File: config.mk
export PLATFORM = sky130hd
export DESIGN_NAME = lru_replacement_tracker_core_flat
export DESIGN_NICKNAME = d
export VERILOG_FILES = /design/src/hdl/lrt_pkg.sv /design/src/hdl/lrt_in_if.sv /design/src/hdl/lrt_out_if.sv /design/src/hdl/lru_replacement_tracker_core.sv /design/src/hdl/lrt_cell.sv /design/src/hdl/lrt_seq.sv /design/src/flat_wrapper.sv
export SDC_FILE = /design/constraint.sdc
export NUM_CORES = 1
export LEC_CHECK = 0
export BUFFER_PORTS_ARGS = -buffer_cell sky130_fd_sc_hd__buf_2
export CAP_MARGIN = 20
export CORE_MARGIN = 1.5
export CORE_UTILIZATION = 58
export DETAILED_ROUTE_END_ITERATION = 16
export MAX_ROUTING_LAYER = met4
export PLACE_DENSITY = 0.87
export SLEW_MARGIN = 10
export SYNTH_ARGS = -nofsm -noshare
export SYNTH_HDL_FRONTEND = slang
export SYNTH_SLANG_ARGS = --single-unit
File: constraint.sdc
create_clock -name clk -period 3.75 [get_ports clk]
set_input_delay 0.75 -clock clk [delete_from_list [all_inputs] [get_ports clk]]
set_output_delay 0.75 -clock clk [all_outputs]
set_load 0.1 [all_outputs]
File: src/hdl/lrt_pkg.sv
// Shared types and constants for the LRU replacement tracker.
`default_nettype none

package lrt_pkg;

    localparam int FRAMES_DEF = 64;
    localparam int KIND_W     = 2;
    localparam int ID_W       = 6;
    localparam int CNT_W      = 7;

    typedef enum logic [KIND_W-1:0] {
        KIND_INSERT = 2'd0,
        KIND_VICTIM = 2'd1,
        KIND_ERASE  = 2'd2
    } kind_t;

    typedef enum logic [1:0] {
        ST_IDLE,
        ST_CMP,
        ST_APPLY
    } state_t;

    typedef enum logic [1:0] {
        MODE_HOLD,
        MODE_APPEND,
        MODE_MOVE,
        MODE_REMOVE
    } cell_mode_t;

    typedef struct packed {
        cell_mode_t      mode;
        logic [ID_W-1:0] key;
    } cell_ctl_t;

    typedef struct packed {
        logic ready;
        logic apply;
    } seq_ctl_t;

endpackage

`default_nettype wire

File: src/hdl/lrt_in_if.sv
// Request channel: operation kind and frame number.
`default_nettype none

interface lrt_in_if;
    logic                      valid;
    logic                      ready;
    logic [lrt_pkg::KIND_W-1:0] kind;
    logic [lrt_pkg::ID_W-1:0]   frame_id;

    modport source (output valid, kind, frame_id, input ready);
    modport sink   (input valid, kind, frame_id, output ready);
endinterface

`default_nettype wire

File: src/hdl/lrt_out_if.sv
// Response channel: hit flag, evicted frame and tracked count.
`default_nettype none

interface lrt_out_if;
    logic                      valid;
    logic                      ready;
    logic                      found;
    logic [lrt_pkg::ID_W-1:0]  victim_id;
    logic [lrt_pkg::CNT_W-1:0] tracked_count;

    modport source (output valid, found, victim_id, tracked_count, input ready);
    modport sink   (input valid, found, victim_id, tracked_count, output ready);
endinterface

`default_nettype wire

File: src/hdl/lru_replacement_tracker_core.sv
// The request word is taken in idle, compared in the compare state and answered in the apply
// state once the response register is free. Each operation compares the key in
// every cell of the row, then shifts the row once, and the next word waits for that shift.
// The response register lets the next request in while an earlier response is pending.
// Reset: asynchronous, clears every cell's valid flag and the count at once; no clearing pass.
`default_nettype none

module lru_replacement_tracker_core #(
    parameter int FRAMES = lrt_pkg::FRAMES_DEF
) (
    input  wire        clk,
    input  wire        rst_n,
    lrt_in_if.sink     req,
    lrt_out_if.source  rsp
);

    localparam int ID_W  = lrt_pkg::ID_W;
    localparam int CNT_W = lrt_pkg::CNT_W;

    lrt_pkg::seq_ctl_t          seq_ctl;
    lrt_pkg::cell_ctl_t         cell_ctl;

    logic [lrt_pkg::KIND_W-1:0] kind_reg;
    logic [ID_W-1:0]            key_reg;
    logic [CNT_W-1:0]           cnt_reg;
    logic [CNT_W-1:0]           cnt_next;

    logic                       out_valid_reg;
    logic                       found_reg;
    logic                       found_next;
    logic [ID_W-1:0]            victim_reg;
    logic [ID_W-1:0]            victim_next;

    logic [FRAMES-1:0]          valid_vec;
    logic [FRAMES-1:0]          hit_vec;
    logic [FRAMES-1:0]          sel_vec;
    logic [ID_W-1:0]            id_vec [FRAMES];

    logic                       out_free;
    logic                       hit_any;
    logic                       id_ok;
    lrt_pkg::cell_mode_t        mode;

    assign out_free = !out_valid_reg || rsp.ready;
    assign hit_any  = |hit_vec;
    assign id_ok    = int'(key_reg) < FRAMES;

    lrt_seq u_seq (
        .clk      (clk),
        .rst_n    (rst_n),
        .in_valid (req.valid),
        .out_free (out_free),
        .ctl      (seq_ctl)
    );

    assign req.ready = seq_ctl.ready;

    always_comb
    begin
        mode        = lrt_pkg::MODE_HOLD;
        found_next  = 1'b0;
        victim_next = '0;
        cnt_next    = cnt_reg;
        sel_vec     = ~(hit_vec - FRAMES'(1));
        case (kind_reg)
            lrt_pkg::KIND_INSERT:
            begin
                if (id_ok)
                begin
                    found_next = hit_any;
                    if (hit_any)
                    begin
                        mode = lrt_pkg::MODE_MOVE;
                    end
                    else
                    begin
                        mode     = lrt_pkg::MODE_APPEND;
                        cnt_next = cnt_reg + CNT_W'(1);
                    end
                end
            end
            lrt_pkg::KIND_VICTIM:
            begin
                sel_vec = '1;
                if (cnt_reg != '0)
                begin
                    mode        = lrt_pkg::MODE_REMOVE;
                    found_next  = 1'b1;
                    victim_next = id_vec[0];
                    cnt_next    = cnt_reg - CNT_W'(1);
                end
            end
            lrt_pkg::KIND_ERASE:
            begin
                if (hit_any)
                begin
                    mode       = lrt_pkg::MODE_REMOVE;
                    found_next = 1'b1;
                    cnt_next   = cnt_reg - CNT_W'(1);
                end
            end
            default:
            begin
                mode = lrt_pkg::MODE_HOLD;
            end
        endcase
        cell_ctl.key  = key_reg;
        cell_ctl.mode = seq_ctl.apply ? mode : lrt_pkg::MODE_HOLD;
    end

    genvar gi;
    generate
        for (gi = 0; gi < FRAMES; gi++)
        begin : g_cell
            logic            up_valid;
            logic [ID_W-1:0] up_id;
            logic            dn_valid;

            if (gi == FRAMES - 1)
            begin : g_top
                assign up_valid = 1'b0;
                assign up_id    = '0;
            end
            else
            begin : g_mid
                assign up_valid = valid_vec[gi+1];
                assign up_id    = id_vec[gi+1];
            end

            if (gi == 0)
            begin : g_bottom
                assign dn_valid = 1'b1;
            end
            else
            begin : g_upper
                assign dn_valid = valid_vec[gi-1];
            end

            lrt_cell u_cell (
                .clk      (clk),
                .rst_n    (rst_n),
                .ctl      (cell_ctl),
                .sel      (sel_vec[gi]),
                .up_valid (up_valid),
                .up_id    (up_id),
                .dn_valid (dn_valid),
                .valid    (valid_vec[gi]),
                .id       (id_vec[gi]),
                .hit      (hit_vec[gi])
            );
        end
    endgenerate

    always_ff @(posedge clk)
    begin
        if (req.valid && req.ready)
        begin
            kind_reg <= req.kind;
            key_reg  <= req.frame_id;
        end
        if (seq_ctl.apply)
        begin
            found_reg  <= found_next;
            victim_reg <= victim_next;
        end
    end

    always_ff @(posedge clk or negedge rst_n)
    begin
        if (!rst_n)
        begin
            cnt_reg       <= '0;
            out_valid_reg <= 1'b0;
        end
        else
        begin
            if (seq_ctl.apply)
            begin
                cnt_reg       <= cnt_next;
                out_valid_reg <= 1'b1;
            end
            else if (rsp.ready)
            begin
                out_valid_reg <= 1'b0;
            end
        end
    end

    assign rsp.valid         = out_valid_reg;
    assign rsp.found         = found_reg;
    assign rsp.victim_id     = victim_reg;
    assign rsp.tracked_count = cnt_reg;

    a_count_matches_row: assert property (@(posedge clk) disable iff (!rst_n)
        $countones(valid_vec) == int'(cnt_reg))
        else $error("tracked count differs from occupied cells");

    a_row_compact: assert property (@(posedge clk) disable iff (!rst_n)
        ((valid_vec >> 1) & ~valid_vec) == '0)
        else $error("occupied cells are not contiguous from the least recent end");

    a_single_hit: assert property (@(posedge clk) disable iff (!rst_n)
        $onehot0(hit_vec))
        else $error("frame held in more than one cell");

    a_result_after_apply: assert property (@(posedge clk) disable iff (!rst_n)
        seq_ctl.apply |=> rsp.valid && rsp.tracked_count == $past(cnt_next))
        else $error("response word not posted after update");

endmodule

`default_nettype wire

File: src/hdl/lrt_cell.sv
// One recency slot: holds a frame number, compares it and shifts with its neighbours.
`default_nettype none

module lrt_cell (
    input  wire                       clk,
    input  wire                       rst_n,
    input  lrt_pkg::cell_ctl_t        ctl,
    input  wire                       sel,
    input  wire                       up_valid,
    input  wire [lrt_pkg::ID_W-1:0]   up_id,
    input  wire                       dn_valid,
    output logic                      valid,
    output logic [lrt_pkg::ID_W-1:0]  id,
    output logic                      hit
);

    logic                     valid_reg;
    logic                     valid_next;
    logic [lrt_pkg::ID_W-1:0] id_reg;
    logic [lrt_pkg::ID_W-1:0] id_next;
    logic                     hit_reg;
    logic                     hit_next;

    always_comb
    begin
        valid_next = valid_reg;
        id_next    = id_reg;
        hit_next   = valid_reg && (id_reg == ctl.key);
        unique case (ctl.mode)
            lrt_pkg::MODE_APPEND:
            begin
                if (!valid_reg && dn_valid)
                begin
                    valid_next = 1'b1;
                    id_next    = ctl.key;
                end
            end
            lrt_pkg::MODE_MOVE:
            begin
                if (sel)
                begin
                    id_next = up_valid ? up_id : ctl.key;
                end
            end
            lrt_pkg::MODE_REMOVE:
            begin
                if (sel)
                begin
                    valid_next = up_valid;
                    id_next    = up_id;
                end
            end
            default:
            begin
                valid_next = valid_reg;
            end
        endcase
    end

    always_ff @(posedge clk or negedge rst_n)
    begin
        if (!rst_n)
        begin
            valid_reg <= 1'b0;
            hit_reg   <= 1'b0;
        end
        else
        begin
            valid_reg <= valid_next;
            hit_reg   <= hit_next;
        end
    end

    always_ff @(posedge clk)
    begin
        id_reg <= id_next;
    end

    assign valid = valid_reg;
    assign id    = id_reg;
    assign hit   = hit_reg;

endmodule

`default_nettype wire

File: src/hdl/lrt_seq.sv
// Operation sequencer: accept, compare across the row, then update and post the result.
`default_nettype none

module lrt_seq (
    input  wire               clk,
    input  wire               rst_n,
    input  wire               in_valid,
    input  wire               out_free,
    output lrt_pkg::seq_ctl_t ctl
);

    lrt_pkg::state_t state_reg;
    lrt_pkg::state_t state_next;

    always_comb
    begin
        state_next = state_reg;
        unique case (state_reg)
            lrt_pkg::ST_IDLE:
            begin
                if (in_valid)
                begin
                    state_next = lrt_pkg::ST_CMP;
                end
            end
            lrt_pkg::ST_CMP:
            begin
                state_next = lrt_pkg::ST_APPLY;
            end
            lrt_pkg::ST_APPLY:
            begin
                if (out_free)
                begin
                    state_next = lrt_pkg::ST_IDLE;
                end
            end
            default:
            begin
                state_next = lrt_pkg::ST_IDLE;
            end
        endcase
    end

    always_comb
    begin
        ctl.ready = 1'b0;
        ctl.apply = 1'b0;
        unique case (state_reg)
            lrt_pkg::ST_IDLE:
            begin
                ctl.ready = 1'b1;
            end
            lrt_pkg::ST_APPLY:
            begin
                ctl.apply = out_free;
            end
            default:
            begin
                ctl.ready = 1'b0;
            end
        endcase
    end

    always_ff @(posedge clk or negedge rst_n)
    begin
        if (!rst_n)
        begin
            state_reg <= lrt_pkg::ST_IDLE;
        end
        else
        begin
            state_reg <= state_next;
        end
    end

endmodule

`default_nettype wire
File: src/flat_wrapper.sv
// flat-port wrapper written by rule: the top's interface ports become plain ports
module lru_replacement_tracker_core_flat 
#(
    parameter int FRAMES = lrt_pkg::FRAMES_DEF
)
  (clk, rst_n, req_valid, req_kind, req_frame_id, req_ready, rsp_valid, rsp_found, rsp_victim_id, rsp_tracked_count, rsp_ready);
  lrt_in_if req_i ();
  lrt_out_if rsp_i ();
  input  wire clk;
  input  wire rst_n;
  input wire logic [$bits(req_i.valid)-1:0] req_valid;
  input wire logic [$bits(req_i.kind)-1:0] req_kind;
  input wire logic [$bits(req_i.frame_id)-1:0] req_frame_id;
  output wire logic [$bits(req_i.ready)-1:0] req_ready;
  output wire logic [$bits(rsp_i.valid)-1:0] rsp_valid;
  output wire logic [$bits(rsp_i.found)-1:0] rsp_found;
  output wire logic [$bits(rsp_i.victim_id)-1:0] rsp_victim_id;
  output wire logic [$bits(rsp_i.tracked_count)-1:0] rsp_tracked_count;
  input wire logic [$bits(rsp_i.ready)-1:0] rsp_ready;
  assign req_i.valid = req_valid;
  assign req_i.kind = req_kind;
  assign req_i.frame_id = req_frame_id;
  assign req_ready = req_i.ready;
  assign rsp_valid = rsp_i.valid;
  assign rsp_found = rsp_i.found;
  assign rsp_victim_id = rsp_i.victim_id;
  assign rsp_tracked_count = rsp_i.tracked_count;
  assign rsp_i.ready = rsp_ready;
  lru_replacement_tracker_core #(.FRAMES(FRAMES)) u_core (.clk(clk), .rst_n(rst_n), .req(req_i), .rsp(rsp_i));
endmodule
# ---- Word-level counts from Yosys, hierarchy flattened
# Index checks and enable logic that the tools add are counted.
dict set report op_classes {
  n_addsub 3
  n_mul 0
  div 0
  n_lt_le_gt_ge 0
  eq_ne 268
  n_shift 0
  muxes 530
  n_bitwise 1
  n_reduce_logical 332
}
# op n
set op_table {}
lappend op_table {{6-bit 2-to-1 mux} 255}
lappend op_table {{6-bit one-hot mux with 3 select lines} 64}
lappend op_table {{6-bit == test} 64}
lappend op_table {{2-bit by 1-bit != test with 1-bit output, second input constant} 130}
lappend op_table {{4-bit AND reduction} 64}
lappend op_table {{3-bit AND reduction} 63}
lappend op_table {{2-bit != test, second input constant} 67}
lappend op_table {{1-bit 2-to-1 mux} 133}
lappend op_table {{1-bit logical AND} 128}
lappend op_table {{1-bit one-hot mux with 2 select lines} 64}
lappend op_table {{1-bit zero test} 64}
lappend op_table {{64-bit 2-to-1 mux} 1}
lappend op_table {{64-bit inverter} 1}
lappend op_table {{64-bit OR reduction} 1}
lappend op_table {{64-bit by 1-bit subtractor with 64-bit output, second input constant} 1}
lappend op_table {{7-bit 2-to-1 mux} 3}
lappend op_table {{7-bit one-hot mux with 3 select lines} 1}
lappend op_table {{2-bit 2-to-1 mux} 6}
lappend op_table {{2-bit one-hot mux with 3 select lines} 2}
lappend op_table {{2-bit == test, second input constant} 4}
lappend op_table {{7-bit by 1-bit adder with 7-bit output, second input constant} 1}
lappend op_table {{7-bit nonzero test} 1}
lappend op_table {{7-bit by 1-bit subtractor with 7-bit output, second input constant} 1}
lappend op_table {{2-bit by 1-bit == test with 1-bit output, second input constant} 3}
lappend op_table {{other kinds (7)} 12}
dict set report word_totals {
  register_bits 537
  latch_bits 0
  mem_bits_rw 0
  rom_bits 0
  out_inout_bits 16
  elab_cells 1333
  memories 0
}

# ---- Depth between registers and ports, before layout
# Gate-level depths: netlist of the first run.
dict set report depth {
  depth_word 7
  depth_mapped 12
  mapped_depth_nobuf 10
}

# ---- Cells and area by module
# Synthesis of the first run repeated with hierarchy kept, for this count alone.
dict set report unflattened {
  cells_unflattened 2347
  hier_area_um2 31401.4
}
# module instances cells_each area_each_um2 seq_area_each_um2
set by_module_without_submodules {}
lappend by_module_without_submodules {lrt_cell 64 31 444.2 230.2}
lappend by_module_without_submodules {lru_replacement_tracker_core 1 355 2877.8 650.6}
lappend by_module_without_submodules {lrt_seq 1 8 96.3 50.0}

# ---- Worst setup path after synthesis of the first run
# No wires, ideal clock.
dict set report synth_timing {
  kind {register to register}
  startpoint {register u_core.g_cell[45].u_cell.hit_reg}
  endpoint {register u_core.g_cell[52].u_cell.id_reg, in the netlist u_core.g_cell[52].u_cell.id[0], enable pin}
  setup_ns 0.378
  arrival_time_ns 3.417
  required_time_ns 3.372
  setup_slack_ns -0.045
  path_stages_with_launch 11
  n_path_buf 4
  synth_period_minus_slack_ns 3.795
  cell_sequence {dfrtp_1 > or4_4 > or2_1 > buf_2 > or4_4 > buf_6 > or4_1 > buf_2 > and2_1 > clkbuf_1 > nor3b_1}
}
dict set report synth_via {
  elab_chain_cells 7
  elab_cells_between_ends 16
  classes_between {1 x add/sub; 6 x eq/ne; 5 x mux; 1 x bitwise; 3 x reduce/logical}
}
# element line
set synth_rtl {}
lappend synth_rtl {{from (decl)} lrt_cell.sv:21} ;# logic hit_reg;
lappend synth_rtl {{from (signal assigned)} lrt_cell.sv:70} ;# hit_reg <= hit_next;
lappend synth_rtl {{parallel branches: the longest is 6 deep, another holds 64-bit by 1-bit subtractor with 64-bit output} n/a}
lappend synth_rtl {{4-bit AND reduction (no line) *} n/a}
lappend synth_rtl {{to (signal assigned)} lrt_cell.sv:76} ;# id_reg <= id_next;
lappend synth_rtl {{to (decl)} lrt_cell.sv:19} ;# logic [lrt_pkg::ID_W-1:0] id_reg;
# Mark *: on every way between the ends.
# A chain may end at the register's enable or synchronous reset.

# ---- Worst setup path in the final report of the first run
dict set report layout_timing {
  startpoint {register u_core.g_cell[51].u_cell.hit_reg}
  endpoint {register u_core.g_cell[11].u_cell.id_reg, in the netlist u_core.g_cell[11].u_cell.id[2], data pin}
}
dict set report layout_via {
  elab_chain_cells 6
  elab_cells_between_ends 9
  classes_between {3 x eq/ne; 5 x mux; 1 x reduce/logical}
}
# element line
set layout_rtl {}
lappend layout_rtl {{from (decl)} lrt_cell.sv:21}
lappend layout_rtl {{from (signal assigned)} lrt_cell.sv:70}
lappend layout_rtl {{64-bit OR reduction *} lru_replacement_tracker_core.sv:45} ;# assign hit_any = |hit_vec;
lappend layout_rtl {{2-bit 2-to-1 mux, on equally long branches} {lru_replacement_tracker_core.sv:95, lru_replacement_tracker_core.sv:71}}
lappend layout_rtl {{2-bit one-hot mux with 3 select lines *} lru_replacement_tracker_core.sv:65} ;# case (kind_reg)
lappend layout_rtl {{2-bit 2-to-1 mux *} lru_replacement_tracker_core.sv:108} ;# cell_ctl.mode = seq_ctl.apply ? mode : lrt_pkg::MODE_HOLD;
lappend layout_rtl {{2-bit == test or 2-bit by 1-bit == test with 1-bit output (tied branches)} lrt_cell.sv:29} ;# unique case (ctl.mode)
lappend layout_rtl {{6-bit one-hot mux with 3 select lines *} lrt_cell.sv:29}
lappend layout_rtl {{via u_core.g_cell[11].u_cell.id_next, one bit} lrt_cell.sv:20} ;# logic [lrt_pkg::ID_W-1:0] id_next;
lappend layout_rtl {{to (signal assigned)} lrt_cell.sv:76}
lappend layout_rtl {{to (decl)} lrt_cell.sv:19}
# The timed path passes the listed nets; every way through them passes the cells marked *.

==> results of run 1 <==
-- worst max-delay path: cells and delay by family (launching register included) --
| family | cells | cell delay [ps] |
|---|---|---|
| AND/OR/NAND/NOR | 5 | 1990 |
| buffers and inverters | 2 | 400 |
| AO/OA/AOI/OAI | 1 | 300 |
| multiplexers | 1 | 310 |
| flip-flops | 1 | 410 |
-- metal layers --
metal | vias up | GRT usage | wire [um]
met4 | 0 | 0.118 | 2740
met3 | 236 | 0.0520 | 6960
met1 | 10800 | 0.364 | 31100
met5 | - | - | 0
li1 | 9128 | - | -
met2 | 1194 | 0.466 | 38300
-- final timing paths --
kind                       depth (start not counted)                                    endpoint                                   start
min                                                1     u_core.rsp.tracked_count[1]$_DFFE_PN0P_                                   rst_n
min reg2reg                                        2       u_core.u_seq.state_reg[1]$_DFFE_PN0P_   u_core.u_seq.state_reg[0]$_DFFE_PN0P_
max reg2reg                                        9    u_core.g_cell[11].u_cell.id[2]$_DFFE_PP_  u_core.g_cell[51].u_cell.hit$_DFF_PN0_
max                                                9    u_core.g_cell[11].u_cell.id[2]$_DFFE_PP_  u_core.g_cell[51].u_cell.hit$_DFF_PN0_
max in group asynchronous                          2  u_core.g_cell[40].u_cell.valid$_DFFE_PN0P_                                   rst_n
min in group clk                                   1                 u_core.key_reg[1]$_DFFE_PP_                         req_frame_id[1]
-- per-stage QoR --
stage          instance area [sq um]   util  TNS (ps)  hold slack [ps]
3_5_place_dp                   33400  0.619      -121              509
6_report                       35200  0.654     -16.3              196
3_3_place_gp                   33400  0.619         0              478
4_1_cts                        35200  0.652         0              227
5_1_grt                        35200  0.654     -1480              272
2_1_floorplan                  31700      -         0              454
-- area by class of cell --
class                           count  area [sq um]
Antenna cell                        1          2.50
Clock buffer                       81          1560
Clock inverter                     20           241
Fill cell                        3513         18700
Inverter                           45           169
Multi-Input combinational cell   1677         15500
Sequential cell                   537         15400
Tap cell                          696           871
Timing Repair Buffer              170          1500
-- timing repair --
| action | in CTS | in global routing |
|---|---|---|
| hold endpoints to repair | 0 | 0 |
| setup endpoints to repair | 18 | 299 |
| hold buffers | 0 | 0 |
| pin swaps | 0 | 4 |
| setup buffers | 0 | 3 |
| resized for setup | 2 | 11 |
-- cell usage after synthesis, drive strengths merged, types with 32 or more instances --
cell,count
o211ai,41
edfxtp,399
dfrtp,138
nor2,126
xor2,209
nor4,96
a21oi,33
nand2,32
mux2,382
xnor2,218
a21o,66
buf,50
clkbuf,109
nand4,74
inv,45
nand3,36
o21ai,55
-- logic make-up (layout without fill, tap and decap cells) --
logic type / Yosys count / after routing
flip-flops: 537 / 537
AND/OR/NAND/NOR: 519 / 519
XOR/XNOR: 427 / 427
multiplexers: 411 / 411
AO/OA/AOI/OAI: 309 / 309
buffers and inverters: 204 / 316
adder cells (fa/ha/maj): 11 / 11
other: 0 / 1
-- power by group through the flow --
stage	clock [mW]	combinational [mW]	sequential [mW]
global placement	0	7.05	8.53
CTS	5.61	7.46	8.50
floorplan	0	5.17	8.63
global route	5.83	8.03	8.62
finish	5.58	7.62	8.54
detailed placement	0	7.35	8.59
-- placed cells by master, fill, tap and decap left out, drive strengths merged, types with 10 or more instances in the layout --
| cell type | count |
|---|---|
| or4 | 30 |
| o31ai | 25 |
| clkbuf | 81 |
| xor2 | 209 |
| nand2 | 32 |
| o211ai | 41 |
| nand4 | 74 |
| clkinv | 11 |
| mux2i | 29 |
| a21o | 66 |
| a211oi | 14 |
| or3 | 27 |
| nand3 | 36 |
| nor3 | 30 |
| nor4 | 96 |
| edfxtp | 399 |
| o21ai | 55 |
| buf | 170 |
| mux2 | 382 |
| nor2 | 126 |
| nor2b | 11 |
| dfrtp | 138 |
| and2 | 20 |
| inv | 47 |
| xnor2 | 218 |
| ha | 10 |
| a21oi | 33 |
| o31a | 10 |
==> impl_metrics.csv, run 1 <==
group,metric,value,unit
clock_tree,htreeDepth,2,
yosys,ys_types,74,
place,place_congestion,0.941,
critical_path,worstSetupPathType,"reg2reg",
finish,nNetsFinal,2508,
yosys,synth_warnings,0,
job,cap_violations,0,
clock_tree,cts_made_buffers,54,
die,core_area,53900,sq um
pwr,p_sw,7.56,mW
detailed_routing,initialDrtViolationCount,2286,
global_routing,grt_max_degree,93,
die,ios,28,
yosys,synth.avg_cell_area,13.1,sq um
clock_tree,clock_path_buffers,3,
outcome,failed_checks,"negative setup slack",
yosys,seq_area_frac_synth,0.488,
yosys,synth_top_area_share,0.378,
sta,setup_viol,4,
pwr,p_int,14.2,mW
pwr,swShare,0.348,
clock_tree,worstSkewPairLatency,640,ps
pwr,power.density,617,nW/um^2
critical_path,critical_path.max_stage_delay,550,ps
detailed_routing,antenna_left,0,
yosys,synthMuxAreaShare,0.188,
global_routing,grt_overflow,0,
yosys,synth_nets,2441,
sta,layout_min_cycle_time,3760,ps
sta,worst_slack,-8.79,ps
pwr,p_seq_frac,0.393,
clock_tree,cts_num_sinks,537,
clock_tree,cts_tree,"built",
outcome,status,"complete, but fails checks",
critical_path,cp_common_cell,"or4_4",
die,fp-row-count,85,
pwr,peakVddDrop,0.539,mV
pwr,power,21.7,mW
global_routing,grt_first_pass_wirelength,125,mm
critical_path,crit_chain,"or4_4, or3_4, or4_4, buf_4, nor4_4, nor3_4, buf_12, a21o_4, mux2_4",
finish,stdcell_count,3227,
yosys,ys_seq_elements,537,
critical_path,rrSetupSlack,-9,ps
detailed_routing,wl_per_cell,24.5,um
yosys,synthTopCellsByArea,"edfxtp_1 38%, mux2_4 17%, dfrtp_1 11%",
global_routing,antenna_found_initial,1,
clock_tree,root_buffer,"clkbuf_16",
yosys,synth_top_family_by_area,"multiplexers",
yosys,synth-adder-area-share,0.00458,
sta,rsz0062_at_grt,"true",
critical_path,cpMaxStageDelayCell,"or4_4",
die,die_h,237,um
yosys,netlist_instances,2418,
yosys,yosys.area_share.simple,0.0912,
yosys,async_flop_share,0.257,
worst_hold_path,hold_class,"in2async",
critical_path,cp.arrival,4120,ps
critical_path,crit_path_end_kind,"flip-flop",
place,dp_slack,-20.2,ps
detailed_routing,viasPerCell,6.62,
critical_path,crit_required,4110,ps
yosys,ys.flop_type,"edfxtp_1",
sta,max_freq,0.266,GHz
detailed_routing,wl,79.1,mm
place,io_buffers,27,
critical_path,setup.worst_path.start_class,"flip-flop",
finish,largest_register_ffs,384,
sta,final_max_slew_viol_count,0,
die,die_area,56000,sq um
sta,post-route-period-util,1.00,
global_routing,grt_usage,0.290,
place,placedCellCount,3122,
clock_tree,clk_transition_reported_paths,70,ps
pwr,p_clk_frac,0.257,
global_routing,grt_pass1_vias,22100,
place,dpl.hpwl,51.1,mm
sta,worstMarginPinSlew,1010,ps
die,die_x,237,um
yosys,synth_edf_count,399,
yosys,synthXorXnorAreaFrac,0.118,
detailed_routing,drtPass1Iterations,6,
pwr,comb_power_share,0.350,
finish,area_growth,11.3,%
detailed_routing,drc,0,
yosys,synth_top_area_cell,"edfxtp_1",
sta,max_slew_margin,0.326,
yosys,synth_compound_area_frac,0.0836,
finish,drive_above_1_share,0.291,
pwr,power_leakage,13.7,nW
yosys,syn-cell-area,31700,sq um
detailed_routing,via_count,21400,
sta,clock_skew,35.0,ps
die,start_util,0.587,
sta,hold_viol,0,
critical_path,worstPathMaxFanout,26,
No activity file was read; power rests on OpenSTA's default activity.
==> run 2: changes to the inputs <==
Settings changed: ABC_AREA from default to 1.
==> impl_metrics.csv, run 2 <==
group,metric,value,unit
critical_path,crit_chain,"inv_1, ha_1, nand2_2, nor2_4, nand2_2, nor2_2, nand2_1, nand2_1, nand3_2, nand2_4, buf_4, inv_2, nand2_8, buf_12, o211ai_1",
critical_path,rrSetupSlack,220,ps
pwr,peakVddDrop,0.828,mV
critical_path,worstPathMaxFanout,65,
finish,area_growth,6.99,%
detailed_routing,wl_per_cell,23.2,um
yosys,ys_types,49,
clock_tree,htreeDepth,2,
critical_path,crit_path_end_kind,"flip-flop",
critical_path,r2r_cells,15,
finish,stdcell_count,4938,
sta,layout_min_cycle_time,3530,ps
detailed_routing,via_count,33600,
yosys,yosys.area_share.simple,0.236,
critical_path,setup.worst_path.start_class,"flip-flop",
clock_tree,postCtsSetupRepairBufs,0,
place,dpl.hpwl,70.8,mm
die,die_h,247,um
finish,final_cell_mix,"1212 x nand2_1, 530 x o211ai_1, 399 x edfxtp_1",
finish,utilization,0.628,
die,die_area,61100,sq um
yosys,synth_nets,4298,
clock_tree,cts_num_sinks,537,
yosys,synth.avg_cell_area,8.09,sq um
finish,fin_area,37000,sq um
clock_tree,cts_resized,0,
sta,final_max_slew_viol_count,0,
sta,clock_skew,31.5,ps
global_routing,grt_pass1_vias,31400,
yosys,synthMuxAreaShare,0.000326,
global_routing,grt_first_pass_wirelength,177,mm
finish,nNetsFinal,4135,
global_routing,grt_overflow,0,
yosys,synth-adder-area-share,0.00420,
critical_path,crit_required,4080,ps
detailed_routing,initialDrtViolationCount,5126,
yosys,synth_commonest_cells,"1213 x nand2_1, 530 x o211ai_1, 399 x edfxtp_1",
yosys,seq_area_frac_synth,0.447,
place,placedCellCount,4826,
global_routing,grt_max_degree,83,
clock_tree,cts_made_buffers,57,
yosys,synth_top_area_cell,"edfxtp_1",
die,start_util,0.587,
yosys,yosysMostFrequentCell,"nand2_1",
place,dpl-instance-area,35200,sq um
yosys,netlist_instances,4275,
die,fp-row-count,89,
global_routing,grt_usage,0.385,
critical_path,cpMaxStageDelayCell,"dfrtp_1",
place,place_congestion,1.09,
yosys,synth_top_family_by_area,"simple AND/OR/NAND/NOR gates",
yosys,synthXorXnorAreaFrac,0.0367,
die,ios,28,
outcome,status,"finished, final reports clean",
critical_path,worstSetupPathType,"reg2reg",
pwr,power.density,689,nW/um^2
clock_tree,root_buffer,"clkbuf_16",
detailed_routing,wl,115,mm
detailed_routing,antenna_left,0,
sta,setup_viol,0,
detailed_routing,drtPass1Iterations,8,
critical_path,crit_family,"simple AND/OR/NAND/NOR gates",
yosys,ys_seq_elements,537,
die,die_x,247,um
sta,max_freq,0.283,GHz
critical_path,worst-path-buf-inv,4,
clock_tree,cts_hold_buffers,0,
detailed_routing,viasPerCell,6.80,
sta,post-route-period-util,0.941,
sta,worst_hold_slack,90.7,ps
critical_path,critical_path.max_stage_delay,400,ps
die,core_area,58900,sq um
critical_path,cp.arrival,3860,ps
sta,max_slew_margin,0.242,
yosys,syn-cell-area,34600,sq um
clock_tree,clk_transition_reported_paths,60,ps
sta,rsz0062_at_grt,"false",
global_routing,antenna_found_initial,4,
clock_tree,clock_path_buffers,3,
yosys,synth_warnings,0,
finish,largest_register_ffs,384,
sta,fin_setup_tns,0,ps
worst_hold_path,hold_class,"in2async",
place,io_buffers,27,
critical_path,r2r_end,"u_core.g_cell[39].u_cell.id[3]$_DFFE_PP_",
yosys,synth_top_area_share,0.347,
yosys,synth_edf_count,399,
job,cap_violations,0,
pwr,power_leakage,14.7,nW
sta,hold_viol,0,
finish,layout_commonest_cell,"nand2_1",
yosys,ys.flop_type,"edfxtp_1",
detailed_routing,drc,0,
yosys,synthTopCellsByArea,"edfxtp_1 35%, nand2_1 13%, o211ai_1 12%",
yosys,synth_compound_area_frac,0.194,
critical_path,r2r_start,"u_core.g_cell[0].u_cell.hit$_DFF_PN0_",
finish,drive_above_1_share,0.0613,
sta,worstMarginPinSlew,1130,ps
clock_tree,cts_tree,"built",
yosys,async_flop_share,0.257,
clock_tree,worstSkewPairLatency,640,ps
==> run 2: cell types whose count changed after synthesis, moves of 73 or more <==
cell and change:
o22ai_1 +117, nand3_1 +242, a21oi_1 +73, clkbuf_1 +108, o211ai_1 +489, nor2_1 +160
inv_1 +262, nand2_1 +1181, xor2_1 -136, mux2_4 -360, xnor2_1 -146
==> run 2: worst max-delay path by stage <==
stage          cells after the start                                  endpoint  slack, ps                             startpoint
2_1_floorplan                     10  u_core.g_cell[55].u_cell.id[0]$_DFFE_PP_        720           u_core.rsp.valid$_DFFE_PN0P_
3_3_place_gp                      13  u_core.g_cell[10].u_cell.id[0]$_DFFE_PP_        320  u_core.g_cell[0].u_cell.hit$_DFF_PN0_
3_5_place_dp                      15  u_core.g_cell[40].u_cell.id[5]$_DFFE_PP_        390  u_core.g_cell[0].u_cell.hit$_DFF_PN0_
4_1_cts                           15  u_core.g_cell[39].u_cell.id[3]$_DFFE_PP_        320  u_core.g_cell[0].u_cell.hit$_DFF_PN0_
5_1_grt                           15  u_core.g_cell[38].u_cell.id[2]$_DFFE_PP_         90  u_core.g_cell[0].u_cell.hit$_DFF_PN0_
6_report                          15  u_core.g_cell[39].u_cell.id[3]$_DFFE_PP_        220  u_core.g_cell[0].u_cell.hit$_DFF_PN0_
==> run 2: report_power, final <==
group | total (mW) | switching (mW) | internal (mW) | leakage (nW)
Combinational | 10.4 | 7.64 | 2.79 | 8.41
Clock | 5.56 | 2.44 | 3.12 | 0.890
Sequential | 9.51 | 1.33 | 8.18 | 5.44
Total | 25.5 | 11.4 | 14.1 | 14.7
==> run 2: cell type report <==
| cell class | count | area, sq um |
|---|---|---|
| sequential | 537 | 15400 |
| antenna | 5 | 12.5 |
| tap | 773 | 967 |
| clock inverter | 19 | 125 |
| inverter | 316 | 1200 |
| fill | 4683 | 21900 |
| timing repair buffer | 122 | 1200 |
| clock buffer | 88 | 1670 |
| multi-input combinational | 3078 | 16400 |
==> run 2: per-layer routing <==
layer  wire [um]  part of all wire  GRT usage
met2       49100              0.43      0.555
met3       17500              0.15     0.0987
met1       41400              0.36      0.499
met5           0                 0          -
met4        6820             0.059      0.204
==> run 2: cell families after synthesis <==
| group | count (synthesis) |
|---|---|
| flops | 537 |
| simple gates | 1953 |
| mux | 1 |
| xor+xnor | 145 |
| buf+inv | 660 |
| fa+ha+maj | 11 |
| compound gates | 968 |
==> run 2: metrics by stage <==
| stage | setup slack, ps | power, mW |
|---|---|---|
| floorplan | 721 | 16.5 |
| global placement | 322 | 19.1 |
| detailed placement | 389 | 19.5 |
| CTS | 325 | 25.0 |
| global route | 94.2 | 26.6 |
| finish | 220 | 25.5 |
